<file path="config.mk">
export PLATFORM = sky130hd
export DESIGN_NAME = cbps_div_chain
export DESIGN_NICKNAME = d
export VERILOG_FILES = /design/src/hdl/cbps_pkg.sv /design/src/hdl/cbps_div_cell.sv /design/src/hdl/cbps_div_chain.sv
export SDC_FILE = /design/constraint.sdc
export NUM_CORES = 1
export LEC_CHECK = 0
export ABC_AREA = 1
export BUFFER_PORTS_ARGS = -buffer_cell sky130_fd_sc_hd__buf_2
export CORE_ASPECT_RATIO = 0.5
export CORE_UTILIZATION = 60
export CTS_CLUSTER_SIZE = 25
export DETAILED_ROUTE_END_ITERATION = 16
export HOLD_SLACK_MARGIN = 0.05
export MAX_ROUTING_LAYER = met4
export PLACE_DENSITY = 0.76
export SYNTH_ARGS = -nofsm -noshare
export SYNTH_HDL_FRONTEND = slang
export SYNTH_SLANG_ARGS = --single-unit
</file>
<file path="constraint.sdc">
create_clock -name clk -period 2.16 [get_ports clk]
set_input_delay 0.432 -clock clk [delete_from_list [all_inputs] [get_ports clk]]
set_output_delay 0.432 -clock clk [all_outputs]
set_load 0.01 [all_outputs]
</file>
<file path="src/hdl/cbps_pkg.sv">
package cbps_pkg;

  localparam int K_W      = 17;
  localparam int CTRL_W   = 16;
  localparam int SEG_W    = 16;
  localparam int T_W      = 18;
  localparam int CURVE_W  = 23;
  localparam int INV_W    = 28;
  localparam int INV_Q_W  = 27;
  localparam int FRAC_BITS = 12;
  localparam int MAX_POINTS = 65536;
  localparam int T_ONE    = 65536;
  // magnitude of -100 in Q.8, scaled for a Q.FRAC_BITS divisor
  localparam int INV_LIMIT = 100 << (8 + FRAC_BITS);

  typedef enum logic [2:0] {
    REG_CTRL_START = 3'd0,
    REG_CTRL_ONE   = 3'd1,
    REG_CTRL_TWO   = 3'd2,
    REG_CTRL_END   = 3'd3,
    REG_START_TICK = 3'd4,
    REG_END_TICK   = 3'd5,
    REG_SEGMENTS   = 3'd6
  } cbps_reg_t;

  typedef struct packed {
    logic pv;
    logic last;
  } cbps_flags_t;

endpackage

</file>
<file path="src/hdl/cbps_div_cell.sv">
module cbps_div_cell import cbps_pkg::*; #(
  parameter int DEN_W  = 16,
  parameter int Q_W    = 18,
  parameter int SIDE_W = 2
) (
  input  logic              clk,
  input  logic              rst,
  input  logic              adv,
  input  logic              vld_in,
  input  logic [DEN_W-1:0]  rem_in,
  input  logic [Q_W-1:0]    num_in,
  input  logic [Q_W-1:0]    quo_in,
  input  logic [DEN_W-1:0]  den_in,
  input  logic [SIDE_W-1:0] side_in,
  output logic              vld,
  output logic [DEN_W-1:0]  rem,
  output logic [Q_W-1:0]    num,
  output logic [Q_W-1:0]    quo,
  output logic [DEN_W-1:0]  den,
  output logic [SIDE_W-1:0] side
);

  logic [DEN_W:0]   trial;
  logic             ge;
  logic [DEN_W-1:0] rem_next;

  // one restoring step: bring down the next numerator bit
  always_comb begin
    trial    = {rem_in, num_in[Q_W-1]};
    ge       = trial >= {1'b0, den_in};
    rem_next = ge ? DEN_W'(trial - {1'b0, den_in}) : trial[DEN_W-1:0];
  end

  always_ff @(posedge clk) begin
    if (rst) begin
      vld <= 1'b0;
    end else if (adv) begin
      vld <= vld_in;
    end
  end

  always_ff @(posedge clk) begin
    if (adv) begin
      rem  <= rem_next;
      num  <= {num_in[Q_W-2:0], 1'b0};
      quo  <= {quo_in[Q_W-2:0], ge};
      den  <= den_in;
      side <= side_in;
    end
  end

endmodule

</file>
<file path="src/hdl/cbps_div_chain.sv">
module cbps_div_chain import cbps_pkg::*; #(
  parameter int DEN_W  = 16,
  parameter int Q_W    = 18,
  parameter int SIDE_W = 2
) (
  input  logic              clk,
  input  logic              rst,
  input  logic              adv,
  input  logic              vld_in,
  input  logic [DEN_W-1:0]  rem_in,
  input  logic [Q_W-1:0]    num_in,
  input  logic [DEN_W-1:0]  den_in,
  input  logic [SIDE_W-1:0] side_in,
  output logic              vld,
  output logic [Q_W-1:0]    quo,
  output logic [SIDE_W-1:0] side
);

  logic              c_vld  [0:Q_W];
  logic [DEN_W-1:0]  c_rem  [0:Q_W];
  logic [Q_W-1:0]    c_num  [0:Q_W];
  logic [Q_W-1:0]    c_quo  [0:Q_W];
  logic [DEN_W-1:0]  c_den  [0:Q_W];
  logic [SIDE_W-1:0] c_side [0:Q_W];

  assign c_vld[0]  = vld_in;
  assign c_rem[0]  = rem_in;
  assign c_num[0]  = num_in;
  assign c_quo[0]  = '0;
  assign c_den[0]  = den_in;
  assign c_side[0] = side_in;

  // one cell per quotient bit, MSB first
  for (genvar i = 0; i < Q_W; i++) begin : g_cell
    cbps_div_cell #(.DEN_W(DEN_W), .Q_W(Q_W), .SIDE_W(SIDE_W)) u_cell (
      .clk    (clk),
      .rst    (rst),
      .adv    (adv),
      .vld_in (c_vld[i]),
      .rem_in (c_rem[i]),
      .num_in (c_num[i]),
      .quo_in (c_quo[i]),
      .den_in (c_den[i]),
      .side_in(c_side[i]),
      .vld    (c_vld[i+1]),
      .rem    (c_rem[i+1]),
      .num    (c_num[i+1]),
      .quo    (c_quo[i+1]),
      .den    (c_den[i+1]),
      .side   (c_side[i+1])
    );
  end

  assign vld  = c_vld[Q_W];
  assign quo  = c_quo[Q_W];
  assign side = c_side[Q_W];

endmodule

</file>
== Yosys cells after proc, flatten, opt, wreduce, memory -nomap -nowiden ==
Index checks and enable logic that the tools add are counted.

* Magnitude comparators: 18
* Add/sub/neg operators: 17
* Mux-type cells: 17

{| class="wikitable"
|+ Operator list
! kind !! number
|-
| 17-bit by 16-bit >= comparator with 1-bit output || 18
|-
| 16-bit two-way mux || 17
|-
| 16-bit subtractor || 17
|}

* Word-level logic and storage cells: 157
* Output and inout port bits: 21
* Input port bits: 56
* Bits in registers: 922

== Longest topological paths before layout ==
Gate-level depths: netlist of run 1.

* Depth after elaboration: 2
* Mapped depth: 15
* Depth with buffers taken out: 13

== By module ==
From an unflattened synthesis of run 1, not the netlist that was laid out.

* Cells, all modules: 6199
* Area total of the unflattened synthesis: 62402.3 µm²

{| class="wikitable"
|+ By module, submodules not included
! module !! cells an instance !! seq. area each (µm²) !! area an instance (µm²) !! times used
|-
| cbps_div_cell (g_cell[11].u_cell ...) || 343 || 2092.0 || 3435.8 || 13
|-
| cbps_div_cell (g_cell[0].u_cell ...) || 346 || 2092.0 || 3559.7 || 4
|-
| cbps_div_cell (g_cell[16].u_cell) || 355 || 2092.0 || 3494.6 || 1
|-
| cbps_div_chain || 1 || 0.0 || 3.8 || 1
|}

== Least setup slack after synthesis of run 1 ==
Ideal clock, no wire load.

* Path kind: input-to-reg
* Start: input den_in[10]
* End: register g_cell[0].u_cell.rem[4], data pin
* Path slack: 0.235 ns
* Setup time: 0.252 ns
* Data required time: 1.908 ns
* Stages: 13
* Path buffers: 1
* Data arrival time: 1.672 ns
* Cell sequence: inv_1 -> ha_1 -> nand2_1 -> inv_2 -> nand2_1 -> nor2_1 -> nand3b_1 -> nand2_1 -> nor2_4 -> nand2_4 -> buf_6 -> nand2_1 -> nand2_1

* Longest elaborated chain between the ends: 2

{| class="wikitable"
|+ Ends and longest elaborated chain
! what !! RTL line !! text
|-
| start, declared || cbps_div_chain.sv:12 || <nowiki>input logic [DEN_W-1:0] den_in,</nowiki>
|-
| 17-bit by 16-bit >= comparator with 1-bit output || cbps_div_cell.sv:30 || <nowiki>ge = trial >= {1'b0, den_in};</nowiki>
|-
| via g_cell[0].u_cell.ge || cbps_div_cell.sv:24 || <nowiki>logic ge;</nowiki>
|-
| 16-bit two-way mux || cbps_div_cell.sv:31 || <nowiki>rem_next = ge ? DEN_W'(trial - {1'b0, den_in}) : trial[DEN_W-1:0];</nowiki>
|-
| via g_cell[0].u_cell.rem_next[4] || cbps_div_cell.sv:25 || <nowiki>logic [DEN_W-1:0] rem_next;</nowiki>
|-
| end signal, assigned || cbps_div_cell.sv:44 || <nowiki>rem <= rem_next;</nowiki>
|-
| end, declared || cbps_div_cell.sv:16 || <nowiki>output logic [DEN_W-1:0] rem,</nowiki>
|}

The timed path passes the listed nets, and every way through them passes these cells.
A chain may end at the register's enable or synchronous reset.

== Worst setup path after layout of run 1 ==
* Start: register g_cell[3].u_cell.den[14]
* End: register g_cell[4].u_cell.rem[0], data pin

* Longest elaborated chain between the ends: 2

{| class="wikitable"
|+ Ends and longest elaborated chain
! what !! RTL line !! text
|-
| start, declared || cbps_div_cell.sv:19 || <nowiki>output logic [DEN_W-1:0] den,</nowiki>
|-
| start signal, assigned || cbps_div_cell.sv:47 || <nowiki>den <= den_in;</nowiki>
|-
| 17-bit by 16-bit >= comparator with 1-bit output || cbps_div_cell.sv:30 ||
|-
| 16-bit two-way mux || cbps_div_cell.sv:31 ||
|-
| via g_cell[4].u_cell.rem_next[0] || cbps_div_cell.sv:25 ||
|-
| end signal, assigned || cbps_div_cell.sv:44 ||
|-
| end, declared || cbps_div_cell.sv:16 ||
|}

The timed path passes the listed nets, and every way through them passes these cells.

==> results.toml, run 1 <==
[floorplanning]
rows = 75
die-area_um2 = 87000
io_pins = 77
die_w_um = 416
fp.dieH_um = 209
core-area_um2 = 84400
start_util_pct = 61.0

[pwr]
clkPwrFrac_pct = 19.0
p_int_mw = 49.0
ir_drop_v = 0.000761
combinationalPowerShare_pct = 47.2
p_leak_nw = 29.8
pwr_density_cell_nw_per_um2 = 1320
p_seq_share_pct = 33.8
power.total_mw = 81.7
p_sw_share_pct = 40.0
switching_power_mw = 32.7

[clock_network]
cts_sinks = 922
tritoncts = "yes"
cts_buffer_depth = 3
clkSlewWorstSetupHoldPaths_ns = 0.07
htreeDepth = 3
numCtsBuffers = 81
cts_root_buffer = "clkbuf_16"
clk_latency_ns = 0.70

[finish]
area_growth_pct = 20.5
final_area_um2 = 62000
num-fill-cells = 6037
fin_nets = 6706
drive_gt1_share_pct = 16.3

[synthesis]
netlist.area_leader.share_pct = 52.8
yosys-top-cells-area = "edfxtp_1, nand2_1, inv_1"
ys_types = 43
synth.avg_cell_area_um2 = 8.85
ys_ff_latch = 922
syn_area_um2 = 51400
synth-edff-count = 904
synth-main-ff-cell = "edfxtp_1"
synth.most_common_cell = "nand2_1"
ys_seq_area_share_pct = 53.5
yosys.area.top_type = "edfxtp_1"
synth_cells = 5812
yosys-top-cells-count = "nand2_1, inv_1, edfxtp_1"
async_flop_share_pct = 0
synth_nets = 6173
yosysWarnings = 0

[sta]
rsz0062_at_grt = "yes"
worstMarginPinSlew_ns = 0.552
setup_viol = 0
fin_crit_sh_pct = 99.3
fmaxAchievable_mhz = 466
slew_headroom_pct = 63.2
post-route-min-period_ns = 2.15
clock_skew_ns = 0.0216
drv_slew = 0
hold_violations = 0

[place]
portBuffers = 76
gp_congestion = 0.964
placed_area_um2 = 55300
dp_hpwl_um = 94400

[setup_path]
critical_path.endpoint_type = "register"
crit_required_ns = 2.61
crit_fanout = 9
critPathLaunchType = "register"
arrival_ns = 2.59
r2r_setup_slack_ns = 0.01
critPathKind = "reg2reg"

[global_routing]
grt_pass1_wl_um = 196000
grt_pass1_vias = 37794
grt_max_degree = 95
grt_overflow_total = 0
globalRouteTotalUtil_pct = 29.4
antenna_found_initial = 2

[detailed_routing]
drt_iter0_drc = 3598
met1_length_um = 54500
wl_met3_um = 7460
route.met2.wl_um = 64200
routedWlPerCell_um = 17.3
top_layer = "met4"
ant_nets = 0
viasPerCell = 5.33
via_count = 40094
routed_wl_um = 130000
drc = 0
dr.pass1.iters = 9

[worst_hold_path]
hold_class = "in2reg"

[run]
maxCapViolCount = 0

[outcome]
status = "complete, no violations"
==> final cells by class <==
type	count	area [µm²]	area share (%)
tap	1116	1400	2.25
inverter	1097	4120	6.65
antenna	2	5.00	0.00807
timing repair buffer	532	4490	7.24
clock buffer	98	2110	3.41
sequential	922	27500	44.4
clock inverter	49	688	1.11
multi-input combinational	3711	21700	35.0
==> power by group through the flow <==
stage                     clock, mW  combinational (mW)  sequential (mW)
after floorplan                   0                23.7             26.1
after global placement            0                32.8             27.2
after detailed placement          0                33.5             27.3
after CTS                      15.8                34.2             27.0
after global routing           16.4                42.7             27.9
final                          15.5                38.5             27.6
==> cells by family (layout without fill, tap and decap cells) <==
logic type | Yosys count | count (layout) | share of synthesized area, %
AND/OR/NAND/NOR | 3083 | 3088 | 25.6
AO/OA/AOI/OAI | 214 | 214 | 2.25
flip-flops | 922 | 922 | 53.5
XOR/XNOR | 104 | 104 | 1.77
adder cells (fa/ha/maj) | 305 | 305 | 7.67
buffers and inverters | 1184 | 1776 | 9.26
other | 0 | 2 | 0
==> per-stage QoR <==
step / setup TNS, ns / setup slack (ns) / hold slack, ns / cells / util, %
after CTS: -0.00696 / -0.00696 / 0.0521 / 7428 / 69.7
final: 0 / 0.0145 / 0.101 / 7527 / 73.5
after global routing: -3.03 / -0.0880 / 0.0866 / 7527 / 73.5
after global placement: -2.34 / -0.142 / 0.400 / 7221 / 65.5
after floorplan: 0 / 0.235 / 0.400 / 5812 / -
after detailed placement: -3.08 / -0.121 / 0.405 / 7221 / 65.5
==> layer usage <==
metal / track usage, % / vias to the layer above
met5: - / -
met4: 9.23 / 0
met3: 3.97 / 248
met2: 48.9 / 1376
met1: 37.7 / 18726
li1: - / 19744
==> path summary, 6_finish.rpt <==
check	from	to	cells past startpoint
worst max register to register	g_cell[3].u_cell.den[14]	g_cell[4].u_cell.rem[0]	10
worst min register to register	g_cell[6].u_cell.num[7]	g_cell[7].u_cell.num[8]	0
worst max-delay path	g_cell[3].u_cell.den[14]	g_cell[4].u_cell.rem[0]	10
worst min-delay path	rem_in[0]	g_cell[0].u_cell.rem[1]	3
==> sequential cells by signal, indices dropped and copies added, names as in the netlist <==
register	flops
g_cell.u_cell.vld	18
g_cell.u_cell.side	36
g_cell.u_cell.rem	272
g_cell.u_cell.den	272
g_cell.u_cell.num	153
g_cell.u_cell.quo	171
==> worst max-delay path, stage by stage, from the launching register on <==
cell	delay [ns]
edfxtp_1	0.39
inv_1	0.07
ha_2	0.42
nand2_1	0.08
nor2_1	0.18
nand4_1	0.10
o21ai_1	0.22
nor2_4	0.09
buf_4	0.18
nand3_1	0.07
nand2_1	0.08
==> what timing repair did <==
item / CTS / global route
gates cloned: 2 / 5
pin swaps: 4 / 54
hold endpoints to repair: 46 / 0
hold buffers: 46 / 0
setup buffers: 12 / 92
setup endpoints to repair: 74 / 275
resized for setup: 32 / 378
==> layout by cell type (no fill, tap or decap), types with 46 or more instances in the layout <==
master,netlist,layout
nand2_1,2111,2057
inv_1,1095,1075
edfxtp_1,904,904
nand3_1,467,459
buf_4,36,356
nor2_1,215,177
a21oi_1,171,159
ha_4,0,143
ha_1,288,122
clkbuf_16,0,84
xor2_1,81,81
nand2_2,32,79
nand4_1,79,79
buf_2,21,75
dlygate4sd3_1,0,46
Note: power is estimated with default switching activity, not from simulation.
==> inputs of run 2 (changes only) <==
==> constraint.sdc (replaced) <==
create_clock -name clk -period 2.2 [get_ports clk]
set_input_delay 0.44 -clock clk [delete_from_list [all_inputs] [get_ports clk]]
set_output_delay 0.44 -clock clk [all_outputs]
set_load 0.01 [all_outputs]
==> results.toml, run 2 (same netlist as run 1, synthesis figures left out) <==
[outcome]
status = "complete, no violations"

[detailed_routing]
dr.pass1.iters = 6
drc = 0
via_count = 39306
viasPerCell = 5.31
ant_nets = 0
routedWlPerCell_um = 16.9
routed_wl_um = 125000
drt_iter0_drc = 3340

[place]
placed_area_um2 = 54500
dp_hpwl_um = 92700
portBuffers = 76
gp_congestion = 0.970

[clock_network]
clkSlewWorstSetupHoldPaths_ns = 0.07
tritoncts = "yes"
cts_sinks = 922
cts_root_buffer = "clkbuf_16"
clk_latency_ns = 0.69
cts_buffer_depth = 3
htreeDepth = 3
numCtsBuffers = 81

[setup_path]
critPathKind = "reg2reg"
critical_path.endpoint_type = "register"
crit_fanout = 8
ff2ff_path_depth = 13
critPathLaunchType = "register"
crit_required_ns = 2.64
arrival_ns = 2.62

[finish]
mostFrequentLayoutCells = "nand2_1, inv_1, edfxtp_1, nand3_1, buf_4"
reg_top3 = "g_cell.u_cell.den (272), g_cell.u_cell.rem (272), g_cell.u_cell.quo (171)"
n_antenna_cell = 0
area_growth_pct = 17.1
drive_gt1_share_pct = 13.5
num-fill-cells = 6217
final_area_um2 = 60200
layout_commonest_cell = "nand2_1"
fin_nets = 6588

[sta]
post-route-min-period_ns = 2.19
whs_ns = 0.0971
fmaxAchievable_mhz = 458
hold_violations = 0
fin_crit_sh_pct = 99.3
slew_headroom_pct = 66.6
drv_slew = 0
clock_skew_ns = 0.0323
rsz0062_at_grt = "yes"
worstMarginPinSlew_ns = 0.497
setup_viol = 0

[global_routing]
grt_pass1_vias = 37372
grt_overflow_total = 0
grt_pass1_wl_um = 193000
grt_max_degree = 80
globalRouteTotalUtil_pct = 28.9
antenna_found_initial = 0

[pwr]
ir_drop_v = 0.000694
p_leak_nw = 29.2
pwr_density_cell_nw_per_um2 = 1280

[floorplanning]
die-area_um2 = 87000
fp.dieH_um = 209
die_w_um = 416
rows = 75
start_util_pct = 61.0
core-area_um2 = 84400
io_pins = 77

[worst_hold_path]
hold_depth = 3
hold_class = "in2reg"

[run]
maxCapViolCount = 0
-- run 2: through the flow --
| stage | total power [mW] | setup slack (ns) | cells | util, % | setup TNS [ns] |
|---|---|---|---|---|---|
| floorplan | 48.9 | 0.267 | 5812 | - | 0 |
| global placement | 57.9 | -0.0894 | 7123 | 64.6 | -1.21 |
| detailed placement | 58.6 | -0.0846 | 7123 | 64.6 | -1.71 |
| CTS | 73.7 | 0.00106 | 7319 | 68.4 | 0 |
| global route | 82.5 | -0.0444 | 7406 | 71.4 | -0.734 |
| finish | 77.2 | 0.0146 | 7406 | 71.4 | 0 |
-- run 2: cell type report --
class	instances	area (µm²)	share of cell area, %
clock buffers	96	2120	3.51
clock inverters	50	574	0.953
inverters	1097	4120	6.84
multi-input cells	3709	21100	35.0
flip-flops and latches	922	27500	45.7
well taps	1116	1400	2.32
repair buffers	415	3450	5.72
repair inverters	1	7.51	0.0125
-- run 2: timing repair --
item	4_1_cts	5_1_grt
pin swaps	1	30
gates cloned	0	4
hold buffers	44	0
gates resized for setup	3	301
setup endpoints to repair	26	255
setup buffers	6	83
hold endpoints to repair	44	0
-- run 2: power breakdown --
group / leakage [nW] / total, mW / switching [mW] / internal, mW
logic: 18.8 / 35.5 / 21.8 / 13.6
clock network: 1.31 / 14.7 / 6.85 / 7.89
registers: 9.02 / 27.0 / 2.73 / 24.3
total: 29.2 / 77.2 / 31.4 / 45.8
-- run 2: final timing paths --
check | start | endpoint | slack [ns]
max reg2reg | g_cell[8].u_cell.rem[2] | g_cell[9].u_cell.rem[4] | 0.01
max | g_cell[8].u_cell.rem[2] | g_cell[9].u_cell.rem[4] | 0.01
min | rem_in[0] | g_cell[0].u_cell.rem[1] | 0.1
min reg2reg | g_cell[7].u_cell.num[9] | g_cell[8].u_cell.num[10] | 0.40
-- run 2: per-layer routing --
layer	global-route usage [%]	vias up	part of all wire, %
met5	-	-	0
met2	47.0	1247	48
met3	3.22	272	5.2
li1	-	19471	-
met4	10.5	0	3.4
met1	37.8	18316	43
-- run 2: worst max-delay path, stage by stage, from the launching register on --
cell and delay [ns]:
edfxtp_1 0.49, ha_4 0.33, buf_4 0.12, nand2_1 0.07, inv_1 0.08, nand2_1 0.06, nor2_2 0.11, nand3b_1 0.10
nand2_2 0.09, nor2_4 0.05, buf_4 0.16, buf_6 0.14, nand3_1 0.07, nand2_1 0.08
